File: config.mk
export PLATFORM = sky130hd
export DESIGN_NAME = glcm_ram
export DESIGN_NICKNAME = d
export VERILOG_FILES = /design/src/rtl/glcm_ram.sv
export SDC_FILE = /design/constraint.sdc
export NUM_CORES = 2
export LEC_CHECK = 0
export BUFFER_PORTS_ARGS = -buffer_cell sky130_fd_sc_hd__buf_2
export CAP_MARGIN = 20
export CORE_AREA = 2 2 470 285
export CTS_BUF_LIST = sky130_fd_sc_hd__clkbuf_4 sky130_fd_sc_hd__clkbuf_8
export CTS_CLUSTER_DIAMETER = 60
export DETAILED_ROUTE_END_ITERATION = 12
export DIE_AREA = 0 0 472 287
export PLACE_DENSITY = 0.77
export SETUP_SLACK_MARGIN = 0.2
export SYNTH_ARGS = -nofsm -noshare
export SYNTH_HDL_FRONTEND = slang
export SYNTH_SLANG_ARGS = --single-unit
File: constraint.sdc
create_clock -name clk -period 9.5 [get_ports clk]
set_clock_uncertainty 0.1 [all_clocks]
set_input_delay 2.85 -clock clk [delete_from_list [all_inputs] [get_ports clk]]
set_output_delay 2.85 -clock clk [all_outputs]
set_load 0.005 [all_outputs]
File: src/rtl/glcm_ram.sv
// Generic single-write, single-read synchronous RAM with registered read data.
`default_nettype none

module glcm_ram #(
	parameter int WIDTH = 8,
	parameter int DEPTH = 256
) (
	input  wire logic                     clk,
	input  wire logic                     we,
	input  wire logic [$clog2(DEPTH)-1:0] waddr,
	input  wire logic [WIDTH-1:0]         wdata,
	input  wire logic                     re,
	input  wire logic [$clog2(DEPTH)-1:0] raddr,
	output logic      [WIDTH-1:0]         rdata
);

	logic [WIDTH-1:0] mem [DEPTH];

	// Write port.
	always_ff @(posedge clk) begin
		if (we) begin
			mem[waddr] <= wdata;
		end
	end

	// Read port; data holds until the next read.
	always_ff @(posedge clk) begin
		if (re) begin
			rdata <= mem[raddr];
		end
	end

endmodule

`default_nettype wire

* After elaboration in Yosys (flattened, before gate mapping) *
Memories as Yosys holds them, arrays and structs flattened. A register that Yosys moved wholly into a read port is not among the register bits.
Cells that the tools add are included.

operators by class
  multiplexer cells = 2

operators with widths
  operator  count
  $mux 1    2

storage, ports and cells
  register bits = 0
  bits in writable memories = 2,048
  output and inout port bits = 8
  memories = 1

memories
  memory  depth  bits a word  rd ports  clocked after Yosys merged registers in  write ports  line  text
  mem     256    8            1         1                                        1            17    logic [WIDTH-1:0] mem [DEPTH];

* Depth between registers and ports, before layout *
  depth after elaboration = 2
  mapped depth = 11
  depth with buffers taken out = 6

* Worst setup path before layout *
OpenSTA, ideal clock, no wires.

  kind = input port to flip-flop
  start point = in raddr[0]
  end point = reg rdata[2] (read register of mem) (data pin)
  library setup time = 0.269 ns
  arrival = 4.657 ns
  required time = 9.131 ns
  setup slack = 4.474 ns
  stages = 9
  path through = buf_6 -> buf_12 -> buf_8 -> buf_2 -> mux4_2 -> a22oi_1 -> a21oi_1 -> nor4_1 -> nor4_2

RTL lines
  what                line  text
  start: declaration  13    input wire logic [$clog2(DEPTH)-1:0] raddr,
  end: declaration    14    output logic [WIDTH-1:0] rdata

==> flow_summary.yaml <==
floorplan:
  initial_core_util_pct: 60.82
  row_count: 103
  dieHeight_um: 287
  dieArea_um2: 135500
  io_pins: 35
  core_area_um2: 130900
  fp.dieW_um: 472
yosys:
  synth_edf_count: 2056
  synth_area_um2: 79640
  synth_seq_area_share_pct: 77.53
  synth_cells: 3733
  ys_async_sr_fraction_pct: 0
  syn_nets: 3760
  avgSynthCellArea_um2: 21.33
  synth_seq_cells: 2056
  synth_top_area_share_pct: 77.53
  yosysTopAreaCell: "edfxtp_1"
  yosys_warnings: 0
  synth.area.top_cells: "edfxtp_1 (78%), mux4_2 (13%), mux2i_1 (1.7%)"
  ys.flop_type: "edfxtp_1"
  synth_cell_type_count: 54
sta:
  drv_slew: 0
  fin_crit_sh_pct: 63.91
  finalSetupViolations: 0
  tightest_slew_ps: 1259
  finalHoldViolCount: 0
  setup-tns-final_ps: 0
  fmax_mhz: 164.7
  rsz0062_at_grt: "no"
  fin_crit_ps: 6072
  max_slew_margin_pct: 15.28
drt:
  first_iter_violations: 7149
  num_vias: 40440
  ant_nets: 0
  vias_per_cell: 6.936
  drc_errors: 0
  wl_per_cell_um: 33.22
  wirelength_um: 193700
  firstDrtPassIters: 6
power:
  ir_drop_mv: 0.1727
  p_leak_nw: 26.71
  power_density_nw_per_um2: 200.5
clocking:
  clock_sinks: 2056
  post_cts_buffers: 0
  cts_buffers: 292
  clock_latency_ps: 980
  cts_hold_buf: 0
  clk_transition_reported_paths_ps: 70
  cts_buffer_depth: 4
  cts_resized: 0
  cts_tree: "yes"
  cts_root_buf: "clkbuf_8"
  htreeDepth: 5
worst_setup_path:
  critical_path.startpoint: "raddr[0]"
  r2r_cells: 7
  r2r_slack_ps: 6340
  crit_chain: "buf_8 -> buf_12 -> buf_12 -> mux4_2 -> nor2b_1 -> a211oi_1 -> nor2_1 -> nor4_1 -> buf_4 -> nor4_2"
  critPathKind: "in2reg"
  worst_path_most_repeated_cell: "buf_12"
  r2r-end: "rdata[2]"
  cp-endpoint: "rdata[2]"
  arrival_ps: 6680
  cp_top_family: "buffers and inverters"
  r2r-start: "mem[101][2]"
  max_stage_delay_ps: 770
  crit_buf_inv: 4
  worstPathMaxFanout: 72
  cp-end-kind: "flip-flop"
  slowest_stage: "nor4_1"
  cp-start-kind: "input port"
  path_depth: 10
  required_ps: 10100
cells_and_area:
  seq_area_um2: 61740
  fill_cells: 8065
  nNetsFinal: 3944
  syn_to_final_growth_pct: 9.000
  multi_input_area_um2: 16520
  drive_above_1_share_pct: 24.77
  stdcell_count: 5831
global_route:
  first_global_vias: 38970
  gr-total-overflow: 0
  antenna_found_initial: 4
  grt_usage_pct: 28.78
  grt_pass1_wl_um: 278200
  grt_start_max_net_pins: 202
worst_hold_path:
  hp-class: "reg2reg"
  hold_depth: 6
place:
  placed_cells: 5350
  place_congestion: 0.8604
  io_buffers: 34
  place_hpwl_um: 115900
outcome:
  status: "finished, final reports clean"
run:
  cap_violations: 0
-- flip-flops by register name (all words and copies together) (netlist names) --
| signal | flops |
|---|---|
| mem | 2048 |
| rdata | 8 |
-- cell usage after synthesis, drive strengths merged, types with 4 or more instances --
cell type / n
nor3: 22
o211ai: 10
a22oi: 133
o221ai: 47
o21ai: 12
clkbuf: 111
a21oi: 96
buf: 122
a221oi: 14
a22o: 8
o32ai: 5
nor2b: 31
o22a: 5
o22ai: 28
a2111oi: 5
nand4: 10
edfxtp: 2056
or2: 4
nor2: 282
nand2: 33
nor4: 27
a211oi: 16
mux4: 456
and2: 6
nand2b: 8
mux2i: 134
nand3: 34
-- worst min-delay path by stage --
| stage | startpoint | end |
|---|---|---|
| after CTS | mem[33][5] | rdata[5] |
| final | mem[60][2] | rdata[2] |
| after global placement | mem[32][5] | rdata[5] |
| after global routing | mem[33][5] | rdata[5] |
| after detailed placement | mem[33][5] | rdata[5] |
| after floorplan | mem[40][3] | rdata[3] |
-- cell type report --
class	count	area share, %
timing repair buffer	123	1.316
inverter	2	0.008649
multi-input combinational	1442	19.04
clock inverter	84	0.4757
clock buffer	390	5.535
tap	1732	2.497
antenna	2	0.005766
sequential	2056	71.13
-- cell families after synthesis --
| kind of cell | count (synthesis) | share of synthesized area (%) |
|---|---|---|
| and+or+nand+nor | 466 | 2.625 |
| AOI/OAI and AO/OA | 385 | 3.416 |
| DFF | 2056 | 77.53 |
| buffers and inverters | 235 | 1.829 |
| muxes | 591 | 14.60 |
-- report_power, final --
group | internal, mW | total [mW] | leakage [nW] | switching (mW)
sequential | 10.0 | 10.0 | 18.5 | 0.0105
clock | 3.32 | 6.51 | 2.76 | 3.19
combinational | 0.294 | 0.884 | 5.47 | 0.591
-- cell usage in the layout, fill, tap and decap left out, drive strengths merged, types with 2 or more instances in the layout --
master	n
edfxtp	2056
mux4	456
clkbuf	398
nor2	282
mux2i	134
a22oi	133
buf	114
a21oi	96
clkinv	76
o221ai	47
nand3	34
nand2	33
nor2b	31
o22ai	28
nor4	27
nor3	22
a211oi	16
a221oi	14
o21ai	12
nand4	10
o211ai	10
nand2b	8
a22o	8
and2	6
o22a	5
clkinvlp	5
o32ai	5
a2111oi	5
or2	4
inv	3
diode	2
and3b	2
nand3b	2
a31oi	2
a311oi	2
bufinv	2
-- per-stage QoR --
step                      hold slack [ps]  util (%)  power [mW]  worst slack [ps]  cell area (um2)
after floorplan                     764.2         -       10.69              4474            79640
after global placement              981.8     62.19       11.06              2092            81430
after detailed placement             1024     62.23       11.08              2516            81480
after CTS                            1041     66.21       17.42              3490            86690
after global routing                 1074     66.29       17.85              3258            86800
final                                1032     66.29       17.41              3428            86800
-- layer usage --
| layer | share of wire [%] | track usage [%] | vias to the layer above |
|---|---|---|---|
| li1 | - | - | 16050 |
| met1 | 39 | 44.98 | 20760 |
| met4 | 2.4 | 8.045 | 2 |
| met2 | 42 | 38.95 | 3277 |
| met3 | 16 | 9.947 | 360 |
| met5 | 0.026 | 0 | - |
-- tightest hold or removal path, cell delays in order (launching register included) --
cell and delay, ps:
edfxtp_1 320, mux2i_1 60, o22ai_1 110, o21ai_0 110, nand3_1 180, nor4_2 110, nor4_2 120
(Power assumes the default switching activity.)
