## config.mk

```make
export PLATFORM = sky130hd
export DESIGN_NAME = glcm_scan
export DESIGN_NICKNAME = d
export VERILOG_FILES = /design/src/rtl/glcm_pkg.sv /design/src/rtl/glcm_scan.sv
export SDC_FILE = /design/constraint.sdc
export NUM_CORES = 1
export LEC_CHECK = 0
export CAP_MARGIN = 20
export CORE_MARGIN = 2
export CORE_UTILIZATION = 65
export CTS_CLUSTER_DIAMETER = 100
export DETAILED_ROUTE_END_ITERATION = 6
export DONT_BUFFER_PORTS = 1
export PLACE_DENSITY = 0.84
export SLEW_MARGIN = 10
export SYNTH_ARGS = -nofsm -noshare
export SYNTH_HDL_FRONTEND = slang
export SYNTH_SLANG_ARGS = --single-unit
export TNS_END_PERCENT = 5
```

## constraint.sdc

```tcl
create_clock -name clk -period 4.4 [get_ports clk]
set_input_delay 0.22 -clock clk [delete_from_list [all_inputs] [get_ports clk]]
set_output_delay 0.22 -clock clk [all_outputs]
set_load 0.03 [all_outputs]
```

## src/rtl/glcm_pkg.sv

```systemverilog
// Shared constants, types and helper functions of the co-occurrence histogram block.
`default_nettype none

package glcm_pkg;

	// Sizing of the histogram and of the image scan.
	localparam int LEVELS      = 256;
	localparam int LEVEL_BITS  = $clog2(LEVELS);
	localparam int MAX_COLS    = 1024;
	localparam int MAX_ROWS    = 1024;
	localparam int MAX_OFFSET  = 8;
	localparam int COUNT_BITS  = 16;

	// Fixed field widths of the configuration registers and results.
	localparam int OFS_BITS    = 5;
	localparam int DIM_BITS    = 11;
	localparam int TOTAL_BITS  = 21;
	localparam int CFG_BITS    = DIM_BITS;
	localparam int REG_BITS    = 2;

	// Derived sizes.
	localparam int POS_BITS    = $clog2(MAX_COLS > MAX_ROWS ? MAX_COLS : MAX_ROWS);
	localparam int SPOS_BITS   = DIM_BITS + 1;
	localparam int PROD_BITS   = OFS_BITS + DIM_BITS + 1;
	localparam int DIST_SBITS  = PROD_BITS + 1;
	localparam int TABLE_DEPTH = LEVELS * LEVELS;
	localparam int TABLE_AW    = $clog2(TABLE_DEPTH);
	localparam int DELAY_DEPTH = MAX_OFFSET * MAX_COLS + MAX_OFFSET;
	localparam int DELAY_AW    = $clog2(DELAY_DEPTH);

	localparam logic [TOTAL_BITS-1:0] TOTAL_MAX = '1;
	localparam logic [COUNT_BITS-1:0] COUNT_MAX = '1;

	// Configuration register indexes.
	localparam logic [REG_BITS-1:0] REG_OFFSET_ROWS = 2'd0;
	localparam logic [REG_BITS-1:0] REG_OFFSET_COLS = 2'd1;
	localparam logic [REG_BITS-1:0] REG_IMAGE_ROWS  = 2'd2;
	localparam logic [REG_BITS-1:0] REG_IMAGE_COLS  = 2'd3;

	// Command codes of an input beat.
	typedef enum logic [1:0] {
		CMD_PIXEL = 2'd0,
		CMD_READ  = 2'd1,
		CMD_START = 2'd2
	} cmd_t;

	// Sequencer states.
	typedef enum logic [2:0] {
		ST_IDLE,
		ST_PX_CALC,
		ST_PX_SLOT,
		ST_PX_WR,
		ST_PX_INC,
		ST_RD_READ,
		ST_RD_DONE
	} state_t;

	// Configuration register set.
	typedef struct packed {
		logic signed [OFS_BITS-1:0] offset_rows;
		logic signed [OFS_BITS-1:0] offset_cols;
		logic [DIM_BITS-1:0]        image_rows;
		logic [DIM_BITS-1:0]        image_cols;
	} cfg_t;

	// Strobes from the sequencer to the scan unit.
	typedef struct packed {
		logic start;
		logic calc;
		logic step;
	} scan_ctl_t;

	// Status from the scan unit to the sequencer.
	typedef struct packed {
		logic                take;
		logic                pair_ok;
		logic                fwd;
		logic [DELAY_AW-1:0] rd_slot;
		logic [DELAY_AW-1:0] wr_slot;
	} scan_stat_t;

	// True when the offsets and image size do not describe a usable pairing.
	function automatic logic cfg_invalid(cfg_t c);
		logic [OFS_BITS-1:0] ar;
		logic [OFS_BITS-1:0] ac;
		logic                bad;
		ar = c.offset_rows[OFS_BITS-1] ? OFS_BITS'(-c.offset_rows) : c.offset_rows;
		ac = c.offset_cols[OFS_BITS-1] ? OFS_BITS'(-c.offset_cols) : c.offset_cols;
		bad = (c.image_rows == '0) || (c.image_rows > DIM_BITS'(MAX_ROWS)) ||
		      (c.image_cols == '0) || (c.image_cols > DIM_BITS'(MAX_COLS)) ||
		      ((ar == '0) && (ac == '0)) ||
		      (ar > OFS_BITS'(MAX_OFFSET)) || (ac > OFS_BITS'(MAX_OFFSET)) ||
		      (DIM_BITS'(ar) >= c.image_rows) || (DIM_BITS'(ac) >= c.image_cols);
		return bad;
	endfunction

endpackage

`default_nettype wire

```

## src/rtl/glcm_scan.sv

```systemverilog
// Raster scan position, pair geometry and line delay addressing.
`default_nettype none

module glcm_scan (
	input  wire logic                   clk,
	input  wire logic                   arst_n,
	input  wire glcm_pkg::cfg_t         cfg,
	input  wire glcm_pkg::scan_ctl_t    ctl,
	output glcm_pkg::scan_stat_t        stat
);

	logic [glcm_pkg::POS_BITS-1:0]    row_q;
	logic [glcm_pkg::POS_BITS-1:0]    col_q;
	logic                             done_q;
	logic [glcm_pkg::DELAY_AW-1:0]    ptr_q;
	logic                             pair_ok_q;
	logic                             fwd_q;
	logic [glcm_pkg::DELAY_AW-1:0]    dist_q;

	logic                                    take;
	logic                                    fwd;
	logic signed [glcm_pkg::SPOS_BITS-1:0]   dr_x;
	logic signed [glcm_pkg::SPOS_BITS-1:0]   dc_x;
	logic signed [glcm_pkg::SPOS_BITS-1:0]   row_x;
	logic signed [glcm_pkg::SPOS_BITS-1:0]   col_x;
	logic signed [glcm_pkg::SPOS_BITS-1:0]   rows_x;
	logic signed [glcm_pkg::SPOS_BITS-1:0]   cols_x;
	logic signed [glcm_pkg::SPOS_BITS-1:0]   orow;
	logic signed [glcm_pkg::SPOS_BITS-1:0]   ocol;
	logic signed [glcm_pkg::PROD_BITS-1:0]   prod;
	logic signed [glcm_pkg::DIST_SBITS-1:0]  dsum;
	logic [glcm_pkg::PROD_BITS-1:0]          dmag;
	logic                                    dist_ok;
	logic                                    pair_ok;
	logic [glcm_pkg::DIM_BITS-1:0]           col_next;
	logic [glcm_pkg::DIM_BITS-1:0]           row_next;
	logic [glcm_pkg::DELAY_AW:0]             slot_sum;
	logic [glcm_pkg::DELAY_AW:0]             slot_wrap;

	// Whether the next pixel belongs to the current image.
	assign take = !done_q && !glcm_pkg::cfg_invalid(cfg) &&
	              ({1'b0, row_q} < cfg.image_rows) && ({1'b0, col_q} < cfg.image_cols);

	// Position of the partner pixel and its distance back in raster order.
	always_comb begin
		dr_x   = glcm_pkg::SPOS_BITS'(cfg.offset_rows);
		dc_x   = glcm_pkg::SPOS_BITS'(cfg.offset_cols);
		row_x  = signed'({{(glcm_pkg::SPOS_BITS - glcm_pkg::POS_BITS){1'b0}}, row_q});
		col_x  = signed'({{(glcm_pkg::SPOS_BITS - glcm_pkg::POS_BITS){1'b0}}, col_q});
		rows_x = signed'({1'b0, cfg.image_rows});
		cols_x = signed'({1'b0, cfg.image_cols});
		fwd    = !cfg.offset_rows[glcm_pkg::OFS_BITS-1] &&
		         ((cfg.offset_rows != '0) ||
		          (!cfg.offset_cols[glcm_pkg::OFS_BITS-1] && (cfg.offset_cols != '0)));
		orow   = fwd ? (row_x - dr_x) : (row_x + dr_x);
		ocol   = fwd ? (col_x - dc_x) : (col_x + dc_x);
		prod   = glcm_pkg::PROD_BITS'(cfg.offset_rows) * glcm_pkg::PROD_BITS'(cols_x);
		dsum   = glcm_pkg::DIST_SBITS'(prod) + glcm_pkg::DIST_SBITS'(cfg.offset_cols);
		dmag   = dsum[glcm_pkg::DIST_SBITS-1] ? glcm_pkg::PROD_BITS'(-dsum)
		                                      : glcm_pkg::PROD_BITS'(dsum);
		dist_ok = (dmag != '0) && (dmag <= glcm_pkg::PROD_BITS'(glcm_pkg::DELAY_DEPTH));
		pair_ok = !orow[glcm_pkg::SPOS_BITS-1] && (orow < rows_x) &&
		          !ocol[glcm_pkg::SPOS_BITS-1] && (ocol < cols_x) && dist_ok;
		col_next = glcm_pkg::DIM_BITS'(col_q) + 1'b1;
		row_next = glcm_pkg::DIM_BITS'(row_q) + 1'b1;
	end

	// Scan position and pair decision, taken once per pixel.
	always_ff @(posedge clk or negedge arst_n) begin
		if (!arst_n) begin
			row_q     <= '0;
			col_q     <= '0;
			done_q    <= 1'b0;
			pair_ok_q <= 1'b0;
			fwd_q     <= 1'b0;
		end else if (ctl.start) begin
			row_q  <= '0;
			col_q  <= '0;
			done_q <= 1'b0;
		end else if (ctl.calc && take) begin
			pair_ok_q <= pair_ok;
			fwd_q     <= fwd;
			if (col_next < cfg.image_cols) begin
				col_q <= glcm_pkg::POS_BITS'(col_next);
			end else if (row_next < cfg.image_rows) begin
				col_q <= '0;
				row_q <= glcm_pkg::POS_BITS'(row_next);
			end else begin
				done_q <= 1'b1;
			end
		end
	end

	// Distance kept for the slot computation.
	always_ff @(posedge clk) begin
		if (ctl.calc) begin
			dist_q <= glcm_pkg::DELAY_AW'(dmag);
		end
	end

	// Line delay write pointer, wrapping at the store depth.
	always_ff @(posedge clk or negedge arst_n) begin
		if (!arst_n) begin
			ptr_q <= '0;
		end else if (ctl.start) begin
			ptr_q <= '0;
		end else if (ctl.step) begin
			if (ptr_q == glcm_pkg::DELAY_AW'(glcm_pkg::DELAY_DEPTH - 1)) begin
				ptr_q <= '0;
			end else begin
				ptr_q <= ptr_q + 1'b1;
			end
		end
	end

	// Slot of the partner pixel: pointer minus distance, modulo the depth.
	always_comb begin
		slot_sum  = {1'b0, ptr_q} + (glcm_pkg::DELAY_AW + 1)'(glcm_pkg::DELAY_DEPTH) -
		            {1'b0, dist_q};
		slot_wrap = slot_sum - (glcm_pkg::DELAY_AW + 1)'(glcm_pkg::DELAY_DEPTH);
	end

	always_comb begin
		stat.take    = take;
		stat.pair_ok = pair_ok_q;
		stat.fwd     = fwd_q;
		stat.rd_slot = (slot_sum >= (glcm_pkg::DELAY_AW + 1)'(glcm_pkg::DELAY_DEPTH))
		               ? slot_wrap[glcm_pkg::DELAY_AW-1:0] : slot_sum[glcm_pkg::DELAY_AW-1:0];
		stat.wr_slot = ptr_q;
	end

endmodule

`default_nettype wire

```

======== Yosys cells after proc, flatten, opt, wreduce, memory -nomap -nowiden ========
Cells that the tools add are included.
word-level totals
  register bits after elaboration ......... 51
  bits of input ports ..................... 37
  output and inout bits ................... 31
  logic and storage cells ................. 103
operators by class
  add/sub/neg operators ................... 14
  $mul .................................... 1
  order comparisons ....................... 14
  equality and inequality tests ........... 3
  multiplexer cells ....................... 21
  bitwise logic cells ..................... 1
  reduce and logical (&&, ||, !) cells .... 42
operators with widths
  operator                                                                                number
  10-bit 2-to-1 mux                                                                       8
  14-bit 2-to-1 mux                                                                       4
  11-bit by 5-bit adder with 12-bit output                                                2
  12-bit < comparator                                                                     2
  12-bit 2-to-1 mux                                                                       2
  11-bit by 5-bit subtractor with 12-bit output                                           2
  10-bit by 1-bit adder with 11-bit output (second input constant)                        2
  5-bit by 11-bit greater-or-equal comparator with 1-bit output                           2
  11-bit greater-than comparator (second input constant)                                  2
  11-bit logical NOT                                                                      2
  10-bit by 11-bit < comparator with 1-bit output                                         2
  11-bit < comparator                                                                     2
  17-bit by 5-bit adder with 18-bit output                                                1
  17-bit by 14-bit <= comparator with 1-bit output (second input constant)                1
  5-bit by 12-bit multiplier with 17-bit output                                           1
  17-bit 2-to-1 mux                                                                       1
  17-bit negation                                                                         1
  17-bit nonzero test                                                                     1
  14-bit by 14-bit adder with 15-bit output (second input constant)                       1
  15-bit by 14-bit greater-or-equal comparator with 1-bit output (second input constant)  1
  15-bit by 14-bit subtractor with 15-bit output                                          1
  14-bit by 1-bit adder with 14-bit output (second input constant)                        1
  14-bit == test (second input constant)                                                  1
  14-bit subtractor (second input constant)                                               1
  other kinds (15)                                                                        52

======== Longest topological paths before layout ========
Gate-level depths: netlist of run 1.
  word-level depth ........................ 16
  mapped depth ............................ 30
  mapped depth without buffers ............ 29

======== Least setup slack after synthesis of run 1 ========
OpenSTA, ideal clock, no wires.
  path kind ............................... input -> register
  start ................................... input port cfg[31] (netlist bit)
  end ..................................... register pair_ok_q
  data arrival time ....................... 5.587 ns
  data required time ...................... 4.280 ns
  path slack .............................. -1.307 ns
  stages on the path ...................... 22
  cells stage by stage .................... clkbuf_1 > inv_1 > clkbuf_1 > nor2_1 > fa_1 > fa_1 > inv_1 > fa_1 > inv_1 > ha_1 > ha_1 > a211o_1 > nor2_1 > a2111oi_4 > or3_1 > and2_2 > buf_6 > nor2_1 > xor2_1 > or4_1 > o311a_1 > a31o_1
between the ends
  elaborated cells on any way between the ends .. 40
  those cells by class .................... add/sub (5); mul (1); order compare (5); mux (4); reduce/logical (25)
RTL lines
  what                                                                                     line             RTL
  start, declared                                                                          glcm_scan.sv:7   input wire glcm_pkg::cfg_t cfg,
  5-bit by 12-bit multiplier with 17-bit output *                                          glcm_scan.sv:57  prod = glcm_pkg::PROD_BITS'(cfg.offset_rows) * glcm_pkg::PROD_BITS'(cols_x);
  17-bit by 5-bit adder with 18-bit output *                                               glcm_scan.sv:58  dsum = glcm_pkg::DIST_SBITS'(prod) + glcm_pkg::DIST_SBITS'(cfg.offset_cols);
  17-bit 2-to-1 mux *                                                                      glcm_scan.sv:59  dmag = dsum[glcm_pkg::DIST_SBITS-1] ? glcm_pkg::PROD_BITS'(-dsum)
  net dmag, one bit                                                                        glcm_scan.sv:32  logic [glcm_pkg::PROD_BITS-1:0] dmag;
  17-bit by 14-bit <= comparator with 1-bit output or 17-bit nonzero test (tied branches)  glcm_scan.sv:61  dist_ok = (dmag != '0) && (dmag <= glcm_pkg::PROD_BITS'(glcm_pkg::DELAY_DEPTH));
  1-bit logical AND *                                                                      glcm_scan.sv:61
  1-bit logical AND *                                                                      glcm_scan.sv:63  !ocol[glcm_pkg::SPOS_BITS-1] && (ocol < cols_x) && dist_ok;
  end signal, assigned                                                                     glcm_scan.sv:81  pair_ok_q <= pair_ok;
  end, declared                                                                            glcm_scan.sv:16  logic pair_ok_q;
The timed path passes the listed nets; every way through them passes the cells marked *.
A chain may end at the register's enable or synchronous reset.

======== Final worst setup path of run 1 ========
  start ................................... input port cfg[23] (netlist bit)
  end ..................................... register pair_ok_q
between the ends
  cells in the longest elaborated chain, start to end .. 15
  elaborated cells on any way between the ends .. 39
  those cells by class .................... add/sub (5); order compare (5); mux (4); reduce/logical (25)
ends and longest elaborated chain
  what
  branches (longest 15 deep; another with 17-bit by 5-bit adder with 18-bit output)
Several ways; the timed one is not identified.

==> metrics.md, run 1 <==
| Metric | Value |
|---|---|
| Ys Warns | `0` |
| WL final | `29640 µm` |
| Site Rows | `44` |
| Final WS setup | `-708.9 ps` |
| Data required time of the worst path | `4660 ps` |
| DR WL/cell | `20.01 µm` |
| EDFF count, synth | `14` |
| Die Width | `124.5 µm` |
| Setup slack, reg-to-reg | `70 ps` |
| Final Setup Violations | `3` |
| GRT overflow | `0` |
| Die Ht | `124.5 µm` |
| Worst Setup SP | `cfg[23]` |
| P per Cell Area | `499.3 nW/µm²` |
| Global-route wire length before repair | `46520 µm` |
| Main synth FF type | `dfrtp_1` |
| Buffers on Ports | `0` |
| Crit. End Element | `flip-flop` |
| Max Cap Viol | `0` |
| Hold Startpoint | `ctl[1]` |
| Max Used Layer | `met4` |
| Hold endpoint | `dist_q[1]$_DFFE_PP_` |
| Mapped Cells | `1129` |
| Reg2Reg Depth | `23` |
| Crit path kind | `in2reg` |
| Leak | `5.893 nW` |
| Pre-CTS setup slack | `-1122 ps` |
| Number of vias per cell | `6.558` |
| Register bit total from synthesis | `51` |
| Clk_lat worst skew | `320 ps` |
| Drt drc | `0` |
| Measured slew at the worst slew-check pin | `851.3 ps` |
| Fin nets | `1542` |
| Clock Skew | `13.72 ps` |
| Most used cell, CP | `buf_4` |
| Crit-path max FO | `5` |
| Root Driver | `clkbuf_16` |
| Wire length on met3 | `2861 µm` |
| Highest clock rate | `0.1957 GHz` |
| Arr. time, crit path | `5370 ps` |
| Boundary pin count | `68` |
| Fin crit share | `116.1%` |
| Post-Syn Area | `9434 µm²` |
| Worst min path class | `in2reg` |
| Final count of hold timing violations | `0` |
| Via Count | `9712` |
| Final GP Congestion | `0.9422` |
| Total CTS buffers | `5` |
| Reg clk slew, reported paths | `80 ps` |
| RSZ-0062 raised after global routing | `true` |
| Fin crit period | `5109 ps` |
| Startpoint types | `primary input` |
| WL met2 | `13680 µm` |
| Post-synth ARST share | `72.55%` |
| Final ANT Viol Nets | `0` |
| Met1 wire length | `10970 µm` |
| Synth unique cells | `85` |
| WHS Path Cells | `0` |
| Share of cells above drive strength 1 | `20.66%` |
| Setup TNS | `-918.2 ps` |
| Sequential cell area fraction in the yosys report | `14.27%` |
| Core ar. | `14370 µm²` |
| Slew HR | `42.87%` |
| Antenna fix cells | `0` |
| Worst IR Drop VDD | `0.4500 mV` |
| Pin count of the biggest net entering global routing | `38` |
| Die Footprint | `15490 µm²` |
| Status | `finished, violations left` |
| Drt first pass iters | `6` |
| Slew Viols, Final | `0` |
| Number of global-route vias before repair | `9585` |
| Max clock buf depth | `2` |
| Total track usage | `36.33%` |
| H-tree Lvls | `2` |
| Worst reg2reg endpoint | `pair_ok_q$_DFFE_PN0P_` |
| Final HPWL DP | `20340 µm` |
| Initial DRC count | `1144` |
| Failing checks | `setup timing` |
| FF-to-FF Start | `row_q[0]$_DFFE_PN0P_` |
| Avg Cell Area, Syn | `8.356 µm²` |
| CP peak stage delay | `300 ps` |
| Clock sinks | `51` |
| Initial antenna violation count | `0` |
| Area growth, synth to finish | `21.29%` |
| Clock tree from TritonCTS | `done` |
| Slowest CP cell | `ha_1` |
| Starting Density | `65.66%` |
## report_power, final
group,internal [mW],switching [mW]
clock,0.216,0.210
combinational,2.09,2.54
sequential,0.614,0.0366
total,2.93,2.79
## cell usage after synthesis (5+ instances only)
cell	instances	area share, %
ha_1	164	22
inv_1	122	4.9
nor2_1	106	4.2
nand2_1	58	2.3
a21oi_1	56	3.0
xnor2_1	52	4.8
o21ai_0	47	2.5
fa_1	45	9.5
xor2_1	44	4.1
dfrtp_1	37	9.8
a21o_1	32	2.5
nand3_1	31	1.6
and2_1	28	1.9
clkbuf_1	20	0.80
nor3_1	20	1.1
nand2b_1	16	1.1
nor2b_1	16	1.1
o21a_1	16	1.3
and3_1	15	0.99
edfxtp_1	14	4.5
o211ai_1	13	1.0
nor4_1	12	0.80
nor4b_1	12	1.1
a211o_1	10	0.93
nand4_1	8	0.53
o2111ai_1	8	0.74
a211oi_1	7	0.56
mux2i_1	6	0.64
a211oi_2	5	0.66
a31oi_1	5	0.33
nand3b_1	5	0.40
o21ai_1	5	0.27
o21bai_1	5	0.40
o31ai_1	5	0.40
or2_1	5	0.33
## stage by stage
step | instances | instance area [µm²] | total power [mW] | utilization (%) | hold slack [ps]
after global placement | 1446 | 10800 | 4.769 | 75.17 | -74.84
after detailed placement | 1446 | 10800 | 4.915 | 75.17 | -74.65
after global routing | 1481 | 11440 | 6.106 | 79.63 | 6.014
after floorplan | 1130 | 9567 | 3.341 | - | -75.59
final | 1481 | 11440 | 5.713 | 79.63 | 12.25
after CTS | 1481 | 11330 | 5.462 | 78.82 | 9.373
## area by class of cell
type | count | area (µm²)
Sequential cell | 51 | 1346
Fill cell | 848 | 2927
Timing Repair Buffer | 188 | 1445
Clock inverter | 3 | 23.77
Multi-Input combinational cell | 926 | 7769
Clock buffer | 5 | 125.1
Inverter | 124 | 503.0
Tap cell | 184 | 230.2
## layer usage
layer  vias to the layer above  global-route usage [%]
li1                       4319                       -
met1                      4495                   44.20
met5                         -                       0
met3                       217                   7.045
met2                       681                   60.88
met4                         0                   19.37
## worst max-delay path, delay by kind of cell
| kind | cells | cell delay (ps) |
|---|---|---|
| buffers and inverters | 13 | 1560 |
| XOR/XNOR | 2 | 320 |
| adder cells (fa/ha/maj) | 4 | 860 |
| AO/OA/AOI/OAI | 5 | 930 |
| AND/OR/NAND/NOR | 9 | 1470 |
## flip-flops by register name, summed over array words and instances, names as in the netlist
register / flops
ptr_q: 14
col_q: 10
pair_ok_q: 1
fwd_q: 1
done_q: 1
dist_q: 14
row_q: 10
## logic make-up (layout without fill, tap and decap cells)
| group | count (synthesis) | count (layout) | share of synthesized area [%] |
|---|---|---|---|
| flip-flops | 51 | 51 | 14.27 |
| AND/OR/NAND/NOR | 358 | 358 | 19.66 |
| AO/OA/AOI/OAI | 254 | 254 | 18.66 |
| buffers and inverters | 153 | 320 | 6.406 |
| multiplexers | 7 | 7 | 0.7560 |
| XOR/XNOR | 96 | 96 | 8.913 |
| other | 1 | 2 | 0.03975 |
| adder cells (fa/ha/maj) | 209 | 209 | 31.30 |
## placed cells by master, fill, tap and decap left out, types with 9 or more instances in the layout
| cell type | n |
|---|---|
| buf_4 | 183 |
| ha_1 | 160 |
| inv_1 | 117 |
| nor2_1 | 98 |
| nand2_1 | 56 |
| xnor2_1 | 51 |
| a21oi_1 | 50 |
| xor2_1 | 44 |
| o21ai_0 | 42 |
| fa_1 | 42 |
| dfrtp_1 | 37 |
| a21o_1 | 31 |
| nand3_1 | 30 |
| and2_1 | 28 |
| nor3_1 | 19 |
| o21a_1 | 16 |
| nand2b_1 | 16 |
| and3_1 | 15 |
| nor2b_1 | 15 |
| edfxtp_1 | 14 |
| o211ai_1 | 13 |
| nor4b_1 | 11 |
| o21ai_1 | 9 |
| a211o_1 | 9 |
## worst max-delay path by stage
stage	end	slack, ps	depth (start not counted)
floorplan	pair_ok_q$_DFFE_PN0P_	-930	22
CTS	pair_ok_q$_DFFE_PN0P_	-480	28
detailed placement	pair_ok_q$_DFFE_PN0P_	-1120	28
finish	pair_ok_q$_DFFE_PN0P_	-710	33
global route	pair_ok_q$_DFFE_PN0P_	-910	33
global placement	pair_ok_q$_DFFE_PN0P_	-980	28
## repair_timing
item / 4_1_cts / 5_1_grt
gates resized for setup: 39 / 29
hold buffers: 3 / 0
buffers inserted: 24 / 0
setup endpoints to repair: 14 / 18
endpoints found under the hold margin: 47 / 0
pin swaps: 38 / 14
(Power assumes the default switching activity.)
==> inputs of run 2 (changes only) <==
CORE_ASPECT_RATIO = 1.75   (was unset)
==> metrics.md, run 2 (synthesized netlist as in run 1, its figures left out) <==
| Metric | Value |
|---|---|
| Total track usage | `38.85%` |
| Biggest registers after layout | `dist_q (14), ptr_q (14)` |
| Clock sinks | `51` |
| Site Rows | `58` |
| Reg2Reg Depth | `22` |
| Leading cell types in the layout, fill and taps excluded | `192 x buf_4, 159 x ha_1, 113 x inv_1, 93 x nor2_1, 57 x nand2_1` |
| Layout fillers | `800` |
| Final HPWL DP | `22420 µm` |
| Drt first pass iters | `5` |
| Reg clk slew, reported paths | `70 ps` |
| Clock Skew | `12.25 ps` |
| Met1 Track Usage GR | `37.77%` |
| Number of vias per cell | `6.669` |
| Final GP Congestion | `0.9591` |
| Worst Setup SP | `cfg[27]` |
| Crit-path max FO | `12` |
| P per Cell Area | `509.5 nW/µm²` |
| Fin crit share | `120.3%` |
| Busiest grt layer | `met2` |
| FF-to-FF Start | `row_q[0]$_DFFE_PN0P_` |
| Failing checks | `setup timing` |
| Worst reg2reg endpoint | `pair_ok_q$_DFFE_PN0P_` |
| DR WL/cell | `21.28 µm` |
| Final Instance Area | `11630 µm²` |
| Cells along the critical path | `inv_8 -> nor2_4 -> fa_1 -> inv_2 -> fa_1 -> fa_1 -> inv_2 -> fa_1 -> inv_2 -> fa_2 -> nand2b_1 -> buf_4 -> a21boi_1 -> o211ai_1 -> buf_4 -> nor2_1 -> nand4_1 -> o21ai_2 -> o2bb2ai_2 -> o2111ai_2 -> o311a_1 -> a31o_1` |
| Slowest CP cell | `fa_1` |
| Final Hold Slack | `29.78 ps` |
| Clk_lat worst skew | `300 ps` |
| Max Cap Viol | `0` |
| Share of cells above drive strength 1 | `22.43%` |
| Slew Viols, Final | `0` |
| Fin nets | `1556` |
| Pin count of the biggest net entering global routing | `38` |
| Die Ht | `163.4 µm` |
| Highest clock rate | `0.1889 GHz` |
| Core ar. | `14300 µm²` |
| Starting Density | `65.99%` |
| Crit path kind | `in2reg` |
| Data required time of the worst path | `4580 ps` |
| FF/Latch Area | `1346 µm²` |
| Area growth, synth to finish | `23.29%` |
| WHS Path Cells | `0` |
| Met2 usage | `68.60%` |
| Max clock buf depth | `2` |
| Global-route wire length before repair | `47330 µm` |
| Area of the multi-input gates | `7840 µm²` |
| Die Footprint | `15530 µm²` |
| Initial antenna violation count | `0` |
| Via Count | `9944` |
| Die Width | `95.07 µm` |
| Total power | `5.926 mW` |
| Fin crit period | `5293 ps` |
| Number of global-route vias before repair | `10090` |
| Final Setup Violations | `12` |
| Boundary pin count | `68` |
| Met3 usage | `6.458%` |
| Worst Setup EP | `pair_ok_q$_DFFE_PN0P_` |
| RSZ-0062 raised after global routing | `true` |
| Final WS setup | `-893.1 ps` |
| GRT overflow | `0` |
| Setup slack, reg-to-reg | `130 ps` |
| H-tree Lvls | `2` |
| Worst min path class | `in2reg` |
| WL final | `31730 µm` |
| Buffers on Ports | `0` |
| Arr. time, crit path | `5480 ps` |
| Clock tree from TritonCTS | `done` |
| Worst IR Drop VDD | `0.6563 mV` |
| Final ANT Viol Nets | `0` |
| Total CTS buffers | `5` |
| Startpoint types | `primary input` |
| Most used cell, CP | `fa_1` |
| Status | `finished, violations left` |
| Slew HR | `48.00%` |
| Most common library cell in the layout ignoring fill and taps | `buf_4` |
| Leak | `5.967 nW` |
| Measured slew at the worst slew-check pin | `774.7 ps` |
| Root Driver | `clkbuf_16` |
| CP peak stage delay | `570 ps` |
| Placed cell area | `10810 µm²` |
| Antenna fix cells | `0` |
| Drt drc | `0` |
| Final count of hold timing violations | `0` |
| Crit. End Element | `flip-flop` |
| Setup TNS | `-2354 ps` |
| Initial DRC count | `806` |
-- run 2: critical path: cells and delay by family --
family | cells | cell delay [ps]
adder cells (fa/ha/maj) | 5 | 2510
AO/OA/AOI/OAI | 7 | 1520
AND/OR/NAND/NOR | 4 | 630
buffers and inverters | 6 | 590
-- run 2: what timing repair did --
action,in CTS,in global routing
gates resized for setup,40,56
gates cloned,0,0
setup buffers,25,11
hold buffers,4,0
pin swaps,36,52
endpoints found under the setup margin,13,23
endpoints found under the hold margin,46,0
-- run 2: final cells by class --
| cell class | instances | share of cell area (%) |
|---|---|---|
| Clock buffer | 6 | 1.108 |
| Clock inverter | 2 | 0.1076 |
| Inverter | 124 | 4.464 |
| Multi-Input combinational cell | 926 | 67.41 |
| Sequential cell | 51 | 11.57 |
| Tap cell | 180 | 1.936 |
| Timing Repair Buffer | 202 | 13.40 |
-- run 2: metal layers --
metal,up-vias,wire (µm)
li1,4348,-
met1,4653,10080
met2,656,15880
met3,287,2408
met4,0,3356
met5,-,0
-- run 2: power breakdown --
| group | switching (mW) | internal (mW) |
|---|---|---|
| Combinational | 2.70 | 2.19 |
| Sequential | 0.0293 | 0.614 |
| Clock | 0.180 | 0.212 |
| Total | 2.91 | 3.02 |
-- run 2: worst min-delay path by stage --
stage | from | end | slack (ps)
2_1_floorplan | arst_n | col_q[0]$_DFFE_PN0P_ | -80
3_3_place_gp | arst_n | row_q[0]$_DFFE_PN0P_ | -70
3_5_place_dp | arst_n | row_q[2]$_DFFE_PN0P_ | -70
4_1_cts | ctl[1] | dist_q[12]$_DFFE_PP_ | 30
5_1_grt | ctl[2] | done_q$_DFFE_PN0P_ | 20
6_report | ctl[1] | dist_q[9]$_DFFE_PP_ | 30
-- run 2: through the flow --
stage          cells  setup WS (ps)  utilization, %
3_3_place_gp    1444          -1085           75.63
5_1_grt         1491          -1069           81.36
4_1_cts         1481         -526.2           79.42
6_report        1491         -893.1           81.36
2_1_floorplan   1130         -934.8               -
3_5_place_dp    1444          -1303           75.63
